$ cat src/rtl/vctr_pkg.sv
`default_nettype none

package vctr_pkg;

	// Field widths.
	localparam int POINT_BITS    = 16;
	localparam int VOXEL_ID_BITS = 16;
	localparam int COUNT_BITS    = 24;
	localparam int CMD_BITS      = 2;

	// Point-to-voxel table depth.
	localparam int MAX_POINTS = 1 << POINT_BITS;

	// Saturation value of the kept-triangle counter.
	localparam logic [COUNT_BITS-1:0] COUNT_MAX = {COUNT_BITS{1'b1}};

	// Command codes.
	localparam logic [CMD_BITS-1:0] CMD_MAP = 2'd0;
	localparam logic [CMD_BITS-1:0] CMD_TRI = 2'd1;
	localparam logic [CMD_BITS-1:0] CMD_END = 2'd2;

	// Result kinds.
	localparam logic KIND_TRI   = 1'b0;
	localparam logic KIND_COUNT = 1'b1;

	// Read address selects for the table port.
	localparam logic [1:0] SEL_A_IN = 2'd0;
	localparam logic [1:0] SEL_B    = 2'd1;
	localparam logic [1:0] SEL_C    = 2'd2;

	// Commands from the controller to the datapath.
	typedef struct packed {
		logic       map_wr;   // write the table from the input ports
		logic       rd_en;    // read the table this cycle
		logic [1:0] rd_sel;   // which vertex addresses the read
		logic       cap_idx;  // capture vertex b and c indices
		logic       cap_a;    // capture the voxel of vertex a
		logic       cap_b;    // capture the voxel of vertex b
		logic       finish;   // compare and emit a triangle
		logic       report;   // emit the count and clear it
	} ctl_t;

endpackage

`default_nettype wire

$ cat src/rtl/vctr_ctrl.sv
`default_nettype none

module vctr_ctrl (
	input  wire logic                         clk,
	input  wire logic                         arst_n,
	input  wire logic                         start,
	input  wire logic [vctr_pkg::CMD_BITS-1:0] cmd,
	output logic                              busy,
	output vctr_pkg::ctl_t                    ctl
);

	localparam logic [1:0] ST_IDLE = 2'd0;
	localparam logic [1:0] ST_RB   = 2'd1;
	localparam logic [1:0] ST_RC   = 2'd2;
	localparam logic [1:0] ST_FIN  = 2'd3;

	logic [1:0] state_q;
	logic [1:0] state_d;
	logic       accept;

	assign busy   = (state_q != ST_IDLE);
	assign accept = start && !busy;

	// Next state and datapath commands.
	always_comb begin
		state_d = state_q;
		ctl     = '0;
		unique case (state_q)
			ST_IDLE: begin
				if (accept) begin
					unique case (cmd)
						vctr_pkg::CMD_MAP: begin
							ctl.map_wr = 1'b1;
						end
						vctr_pkg::CMD_TRI: begin
							ctl.rd_en   = 1'b1;
							ctl.rd_sel  = vctr_pkg::SEL_A_IN;
							ctl.cap_idx = 1'b1;
							state_d     = ST_RB;
						end
						vctr_pkg::CMD_END: begin
							ctl.report = 1'b1;
						end
						default: begin
							state_d = ST_IDLE;
						end
					endcase
				end
			end
			ST_RB: begin
				ctl.cap_a  = 1'b1;
				ctl.rd_en  = 1'b1;
				ctl.rd_sel = vctr_pkg::SEL_B;
				state_d    = ST_RC;
			end
			ST_RC: begin
				ctl.cap_b  = 1'b1;
				ctl.rd_en  = 1'b1;
				ctl.rd_sel = vctr_pkg::SEL_C;
				state_d    = ST_FIN;
			end
			ST_FIN: begin
				ctl.finish = 1'b1;
				state_d    = ST_IDLE;
			end
			default: begin
				state_d = ST_IDLE;
			end
		endcase
	end

	// State register.
	always_ff @(posedge clk or negedge arst_n) begin
		if (!arst_n) begin
			state_q <= ST_IDLE;
		end else begin
			state_q <= state_d;
		end
	end

	// A triangle transaction walks the three lookups in order.
	a_tri_enter: assert property (@(posedge clk) disable iff (!arst_n)
		(accept && cmd == vctr_pkg::CMD_TRI) |=> (state_q == ST_RB))
		else $error("triangle accept did not start the lookups");

	a_tri_walk: assert property (@(posedge clk) disable iff (!arst_n)
		(state_q == ST_RB) |=> (state_q == ST_RC) ##1 (state_q == ST_FIN))
		else $error("triangle lookups out of order");

	a_one_access: assert property (@(posedge clk) disable iff (!arst_n)
		!(ctl.map_wr && ctl.rd_en))
		else $error("table port written and read in one cycle");

endmodule

`default_nettype wire

$ cat config.mk
export PLATFORM = sky130hd
export DESIGN_NAME = vctr_ctrl
export DESIGN_NICKNAME = d
export VERILOG_FILES = /design/src/rtl/vctr_pkg.sv /design/src/rtl/vctr_ctrl.sv
export SDC_FILE = /design/constraint.sdc
export NUM_CORES = 1
export LEC_CHECK = 0
export CAP_MARGIN = 5
export CORE_AREA = 2 2 39 41
export DETAILED_ROUTE_END_ITERATION = 12
export DIE_AREA = 0 0 41 43
export DONT_BUFFER_PORTS = 1
export PLACE_DENSITY_LB_ADDON = 0.3
export SLEW_MARGIN = 0
export SYNTH_ARGS = -nofsm -noshare
export SYNTH_HDL_FRONTEND = slang
export SYNTH_SLANG_ARGS = --single-unit
$ cat constraint.sdc
create_clock -name clk -period 1.8 [get_ports clk]
set_input_delay 0.54 -clock clk [delete_from_list [all_inputs] [get_ports clk]]
set_output_delay 0.54 -clock clk [all_outputs]
set_load 0.02 [all_outputs]
==> results of run 1 <==
-- how the worst max path moves through the flow --
stage,startpoint,end,slack [ns],depth (start not counted)
final,state_q[1],ctl[4],-0.006,5
after global routing,state_q[1],ctl[7],-0.06,5
after CTS,state_q[1],ctl[8],-0.03,6
after detailed placement,state_q[0],ctl[7],0.16,5
after global placement,state_q[1],ctl[7],0.16,5
after floorplan,state_q[0],ctl[7],0.007,5
-- cell type report --
type	instances	share of cell area
multi-input cells	17	0.534
repair buffers	9	0.192
flip-flops and latches	2	0.128
clock buffers	3	0.0575
well taps	16	0.0511
inverters	4	0.0383
-- kinds of logic after synthesis --
| group | after synthesis | share of synthesized area |
|---|---|---|
| flip-flops | 2 | 0.214 |
| buffers and inverters | 6 | 0.128 |
| AND/OR/NAND/NOR | 7 | 0.166 |
| multiplexers | 1 | 0.0642 |
| AO/OA/AOI/OAI | 3 | 0.107 |
| adder cells (fa/ha/maj) | 6 | 0.321 |
-- cells in the mapped netlist, drive strengths merged --
cell	count	share of area
nor2	2	0.032
nand2	1	0.016
and4b	1	0.048
mux2	1	0.064
nor2b	1	0.027
buf	2	0.064
dfrtp	2	0.21
inv	4	0.064
nor3	2	0.043
ha	6	0.32
a21oi	1	0.021
a311oi	1	0.037
a21boi	1	0.048
-- routing by layer --
| layer | vias to the layer above | global-route usage | share of wire |
|---|---|---|---|
| met2 | 12 | 0.109 | 0.47 |
| met5 | - | 0 | 0 |
| met3 | 0 | 0.0314 | 0.11 |
| met4 | 0 | 0.0400 | 0 |
| met1 | 91 | 0.105 | 0.42 |
| li1 | 101 | - | - |
-- worst reg2reg max path, cell delays in order, from the launching register on --
cell and delay [ns]:
dfrtp_1 0.35, inv_2 0.06, buf_4 0.15, ha_2 0.27, nor2b_1 0.16, a311oi_1 0.21
a21oi_1 0.07
-- power by group --
part | switching (mW) | total, mW | leakage, nW | internal, mW
Combinational | 0.349 | 0.622 | 0.149 | 0.273
Clock | 0.0223 | 0.0956 | 0.0138 | 0.0733
Sequential | 0.0151 | 0.0855 | 0.0240 | 0.0704
-- repair_timing --
item	CTS	global route
setup buffers	1	0
setup endpoints to repair	3	4
pin swaps	4	3
resized for setup	12	2
==> summary.md, run 1 <==
| Metric | Value |
|---|---|
| Clk root buf | clkbuf_4 |
| IR drop worst, VDD | 0.556 mV |
| Setup ws final | -0.00575 ns |
| Clk_skew | 0.000127 ns |
| Initial Util | 0.169 |
| Hold WC Path Type | primary input to asynchronous set/reset pin |
| Final period utilization | 1.00 |
| Average routed wire per standard cell | 11.2 µm |
| Nets | 48 |
| CTS Buffer Depth | 2 |
| Setup TNS | -0.00575 ns |
| FMAX | 554 MHz |
| Worst hold slack | 0.0189 ns |
| Worst r2r src | state_q[0] |
| Reg2reg end | state_q[0] |
| Initial DRC count | 0 |
| Final cell count without fillers | 51 |
| CP Max Fanout | 2 |
| CP arrival | 1.27 ns |
| Total GRT Usage | 0.0802 |
| CP max stage delay | 0.38 ns |
| Placement Setup Slack | 0.159 ns |
| Clk pin slew, worst setup/hold paths | 0.03 ns |
| Ant diodes | 0 |
| Row count | 14 |
| Register area | 50.0 µm² |
| Synth unique cells | 13 |
| Sequential share of the synthesized area | 0.214 |
| Largest Register | state_q |
| Leak Pwr | 0.187 nW |
| Post-route cell area | 392 µm² |
| Flop and latch count out of synthesis | 2 |
| Most frequent cells in the layout | 7 x buf_4, 3 x ha_1, 3 x clkbuf_4 |
| HPWL after DPL | 434 µm |
| RSZ-0062 raised after global routing | true |
| DRC | 0 |
| Failing checks | setup timing |
| Pre-antenna DRT Iters | 1 |
| Area delta synth->final | 67.4% |
| Worst skew pair latency | 0.22 ns |
| Core area | 0.00138 mm² |
| Endpoints failing hold | 0 |
| Top delay family on crit path | flip-flops |
| Internal reg-to-reg setup slack | 0.41 ns |
| Grt ovf | 0 |
| Largest net degree at the start of global routing | 6 |
| Post-DP Area | 302 µm² |
| Syn avg cell area | 9.36 µm² |
| Pwr Total | 0.803 mW |
| CTS tree | yes |
| Area of the multi-input gates | 209 µm² |
| Critical path type | register to output pin |
| Headroom to the max-slew limit | 0.736 |
| Crit path buf inv count | 3 |
| GP Congestion | 0.737 |
| Die extent in y | 43 µm |
| R2R depth | 6 |
| Placed Cells | 47 |
| Hold buffer count at cts | 0 |
| Post-DRT Antenna Nets | 0 |
| Vias in the first global route | 233 |
| Layout Utilization | 0.283 |
| WP data required | 1.26 ns |
| Slowest CP cell | dfrtp_1 |
| Initial antenna violation count | 0 |
| Via Count | 204 |
| CTS Buf Count | 3 |
| Biggest regs | state_q (2) |
| Commonest non-fill, non-tap cell in the layout | buf_4 |
| Die Area | 0.00176 mm² |
| Syn Inst Count | 25 |
| Max-cap violations | 0 |
| CP endpoint kind | output pin |
| Fraction of layout cells with a size suffix above 1 | 0.714 |
| Critical path, cell by cell | inv_2 -> ha_4 -> and4b_2 -> buf_6 -> buf_6 |
| DR vias/cell | 4.00 |
| Tightest Pin Transition | 0.397 ns |
| Fill count | 152 |
| Syn nets | 36 |
| Final max-slew violation count | 0 |
| Port Buf Inserts | 0 |
| Netlist Area Pre-Place | 234 µm² |
| Io pins | 15 |
| Minimum clock period | 1.81 ns |
| First-pass GRT wire length | 945 µm |
| Final wirelength | 569 µm |
| Most frequent CP cell | buf_6 |
| Final setup violating endpoints | 1 |
| Syn. warnings | 0 |
| Element type at the critical path start | register |
| Pwr dens | 2050 mW/mm² |
| CTS H-tree depth | 1 |
| Status | finished, violations left |
| Die Wd | 41 µm |
| Max reg flops | 2 |
| Sink Count | 2 |
No activity file was read; power rests on OpenSTA's default activity.
==> run 2: changes to the inputs <==
- clock period: 1.8 -> 2.19 ns (I/O delays scaled with it)
==> summary.md, run 2 (synthesis results as in run 1) <==
| Metric | Value |
|---|---|
| Status | finished, final reports clean (was finished, violations left) |
| CTS Buf Count | 3 (unchanged) |
| Port Buf Inserts | 0 (unchanged) |
| DRC | 0 (unchanged) |
| Die Wd | 41 µm (unchanged) |
| Final cell count without fillers | 46 (was 51) |
| Clock Power Share | 0.149 (was 0.119) |
| Total GRT Usage | 0.0681 (was 0.0802) |
| Post-DRT Antenna Nets | 0 (unchanged) |
| Hold WC Path Type | primary input to asynchronous set/reset pin (unchanged) |
| Row count | 14 (unchanged) |
| Fraction of layout cells with a size suffix above 1 | 0.467 (was 0.714) |
| IR drop worst, VDD | 0.417 mV (was 0.556 mV) |
| Headroom to the max-slew limit | 0.694 (was 0.736) |
| CTS Buffer Depth | 2 (unchanged) |
| Post-CTS Setup Bufs | 0 (was 1) |
| CP max stage delay | 0.41 ns (was 0.38 ns) |
| Max-cap violations | 0 (unchanged) |
| Initial Util | 0.169 (unchanged) |
| Biggest regs | state_q (2) (unchanged) |
| Pint | 0.268 mW (was 0.417 mW) |
| First-pass GRT wire length | 759 µm (was 945 µm) |
| Clk pin slew, worst setup/hold paths | 0.03 ns (about the same) |
| Worst skew pair latency | 0.22 ns (about the same) |
| Sw Share | 0.507 (was 0.481) |
| Grt ovf | 0 (unchanged) |
| Average routed wire per standard cell | 10.7 µm (was 11.2 µm) |
| Pre-antenna DRT Iters | 1 (unchanged) |
| Die extent in y | 43 µm (unchanged) |
| Minimum clock period | 2.08 ns |
| Endpoints failing hold | 0 (unchanged) |
| Clk root buf | clkbuf_4 (unchanged) |
| Setup TNS | 0 ns (was -0.00575 ns) |
| Sw power | 0.275 mW (was 0.386 mW) |
| Most frequent cells in the layout | 5 x ha_1, 4 x buf_4, 3 x clkbuf_4 (was 7 x buf_4, 3 x ha_1, 3 x clkbuf_4) |
| Largest net degree at the start of global routing | 6 (unchanged) |
| CP arrival | 1.42 ns (was 1.27 ns) |
| Area delta synth->final | 30.5% (was 67.4%) |
| Area of the multi-input gates | 166 µm² (was 209 µm²) |
| Top delay family on crit path | flip-flops (unchanged) |
| Element type at the critical path start | register (unchanged) |
| Vias in the first global route | 182 (was 233) |
| Layout Utilization | 0.221 (was 0.283) |
| Post-DP Area | 269 µm² (was 302 µm²) |
| Hold buffer count at cts | 0 (unchanged) |
| Combinational share of power | 0.692 (was 0.774) |
| FMAX | 482 MHz |
| Fill count | 145 (was 152) |
| Largest Register | state_q (unchanged) |
| RSZ-0062 raised after global routing | false (was true) |
| Tightest Pin Transition | 0.459 ns (was 0.397 ns) |
| Final setup violating endpoints | 0 (was 1) |
| Die Area | 0.00176 mm² (unchanged) |
| Setup ws final | 0.115 ns (was -0.00575 ns) |
| CP Max Fanout | 4 (was 2) |
| Initial antenna violation count | 0 (unchanged) |
| DR vias/cell | 4.02 (was 4.00) |
| Pwr dens | 1780 mW/mm² (was 2050 mW/mm²) |
| Critical path, cell by cell | inv_2 -> ha_4 -> and4b_2 -> nor2_1 -> nor2_1 -> buf_4 (was inv_2 -> ha_4 -> and4b_2 -> buf_6 -> buf_6) |
| Io pins | 15 (unchanged) |
| Nets | 43 (was 48) |
| Via Count | 185 (was 204) |
| Initial DRC count | 0 (unchanged) |
| Final max-slew violation count | 0 (unchanged) |
| Pwr Total | 0.543 mW (was 0.803 mW) |
| Final period utilization | 0.948 |
| Clk_skew | 0.00509 ns (was 0.000127 ns) |
| Placement Setup Slack | 0.231 ns (was 0.159 ns) |
| WP data required | 1.53 ns (was 1.26 ns) |
| Sink Count | 2 (unchanged) |
| Slowest CP cell | dfrtp_1 (unchanged) |
| Placed Cells | 43 (was 47) |
| Critical path type | register to output pin (unchanged) |
| Worst hold slack | 0.128 ns (was 0.0189 ns) |
| Crit path buf inv count | 2 (was 3) |
| GP Congestion | 0.737 (about the same) |
| CTS H-tree depth | 1 (unchanged) |
| Register area | 51.3 µm² (was 50.0 µm²) |
| Most frequent CP cell | nor2_1 (was buf_6) |
| Core area | 0.00138 mm² (unchanged) |
| Reg power frac | 0.158 (was 0.107) |
| Max reg flops | 2 (unchanged) |
| CP endpoint kind | output pin (unchanged) |
| Leak Pwr | 0.150 nW (was 0.187 nW) |
| CTS tree | yes (unchanged) |
| Final wirelength | 491 µm (was 569 µm) |
| Ant diodes | 0 (unchanged) |
| Commonest non-fill, non-tap cell in the layout | ha_1 (was buf_4) |
| Post-route cell area | 305 µm² (was 392 µm²) |
[run 2: power groups by stage]
stage          sequential, mW  clock [mW]  combinational, mW
5_1_grt                0.0903      0.0912              0.413
4_1_cts                0.0813      0.0855              0.367
2_1_floorplan          0.0763           0              0.310
6_report               0.0860      0.0810              0.376
3_3_place_gp           0.0808           0              0.353
3_5_place_dp           0.0817           0              0.363
[run 2: cell type report]
type	count	area share
Clock buffer	3	0.0738
Inverter	4	0.0492
Multi-Input combinational cell	17	0.545
Sequential cell	2	0.168
Tap cell	16	0.0656
Timing Repair Buffer	4	0.0984
[run 2: worst reg2reg max path, stage by stage (launching register included)]
cell	delay, ns
dfrtp_1	0.40
inv_2	0.09
ha_1	0.38
nor2b_1	0.21
a311oi_1	0.19
a21oi_1	0.07
[run 2: final timing paths]
path / start / to / slack, ns / depth (start not counted)
max: state_q[0] / ctl[7] / 0.11 / 6
min: arst_n / state_q[0] / 0.13 / 0
max reg2reg: state_q[0] / state_q[0] / 0.73 / 5
min reg2reg: state_q[1] / state_q[1] / 0.58 / 1
max in group asynchronous: arst_n / state_q[1] / 1.98 / 0
min in group clk: state_q[1] / state_q[1] / 0.58 / 1
[run 2: what timing repair did]
| item | in CTS | in global routing |
|---|---|---|
| resized for setup | 1 | 4 |
| endpoints found under the setup margin | 1 | 1 |
| pin swaps | 0 | 0 |
[run 2: metal layers]
layer | up-vias | part of all wire | global-route usage | wire, µm
li1 | 92 | - | - | -
met3 | 2 | 0.15 | 0.0314 | 75
met1 | 77 | 0.41 | 0.0799 | 201
met2 | 14 | 0.40 | 0.0875 | 198
met5 | - | 0 | 0 | 0
met4 | 0 | 0.033 | 0.0600 | 16
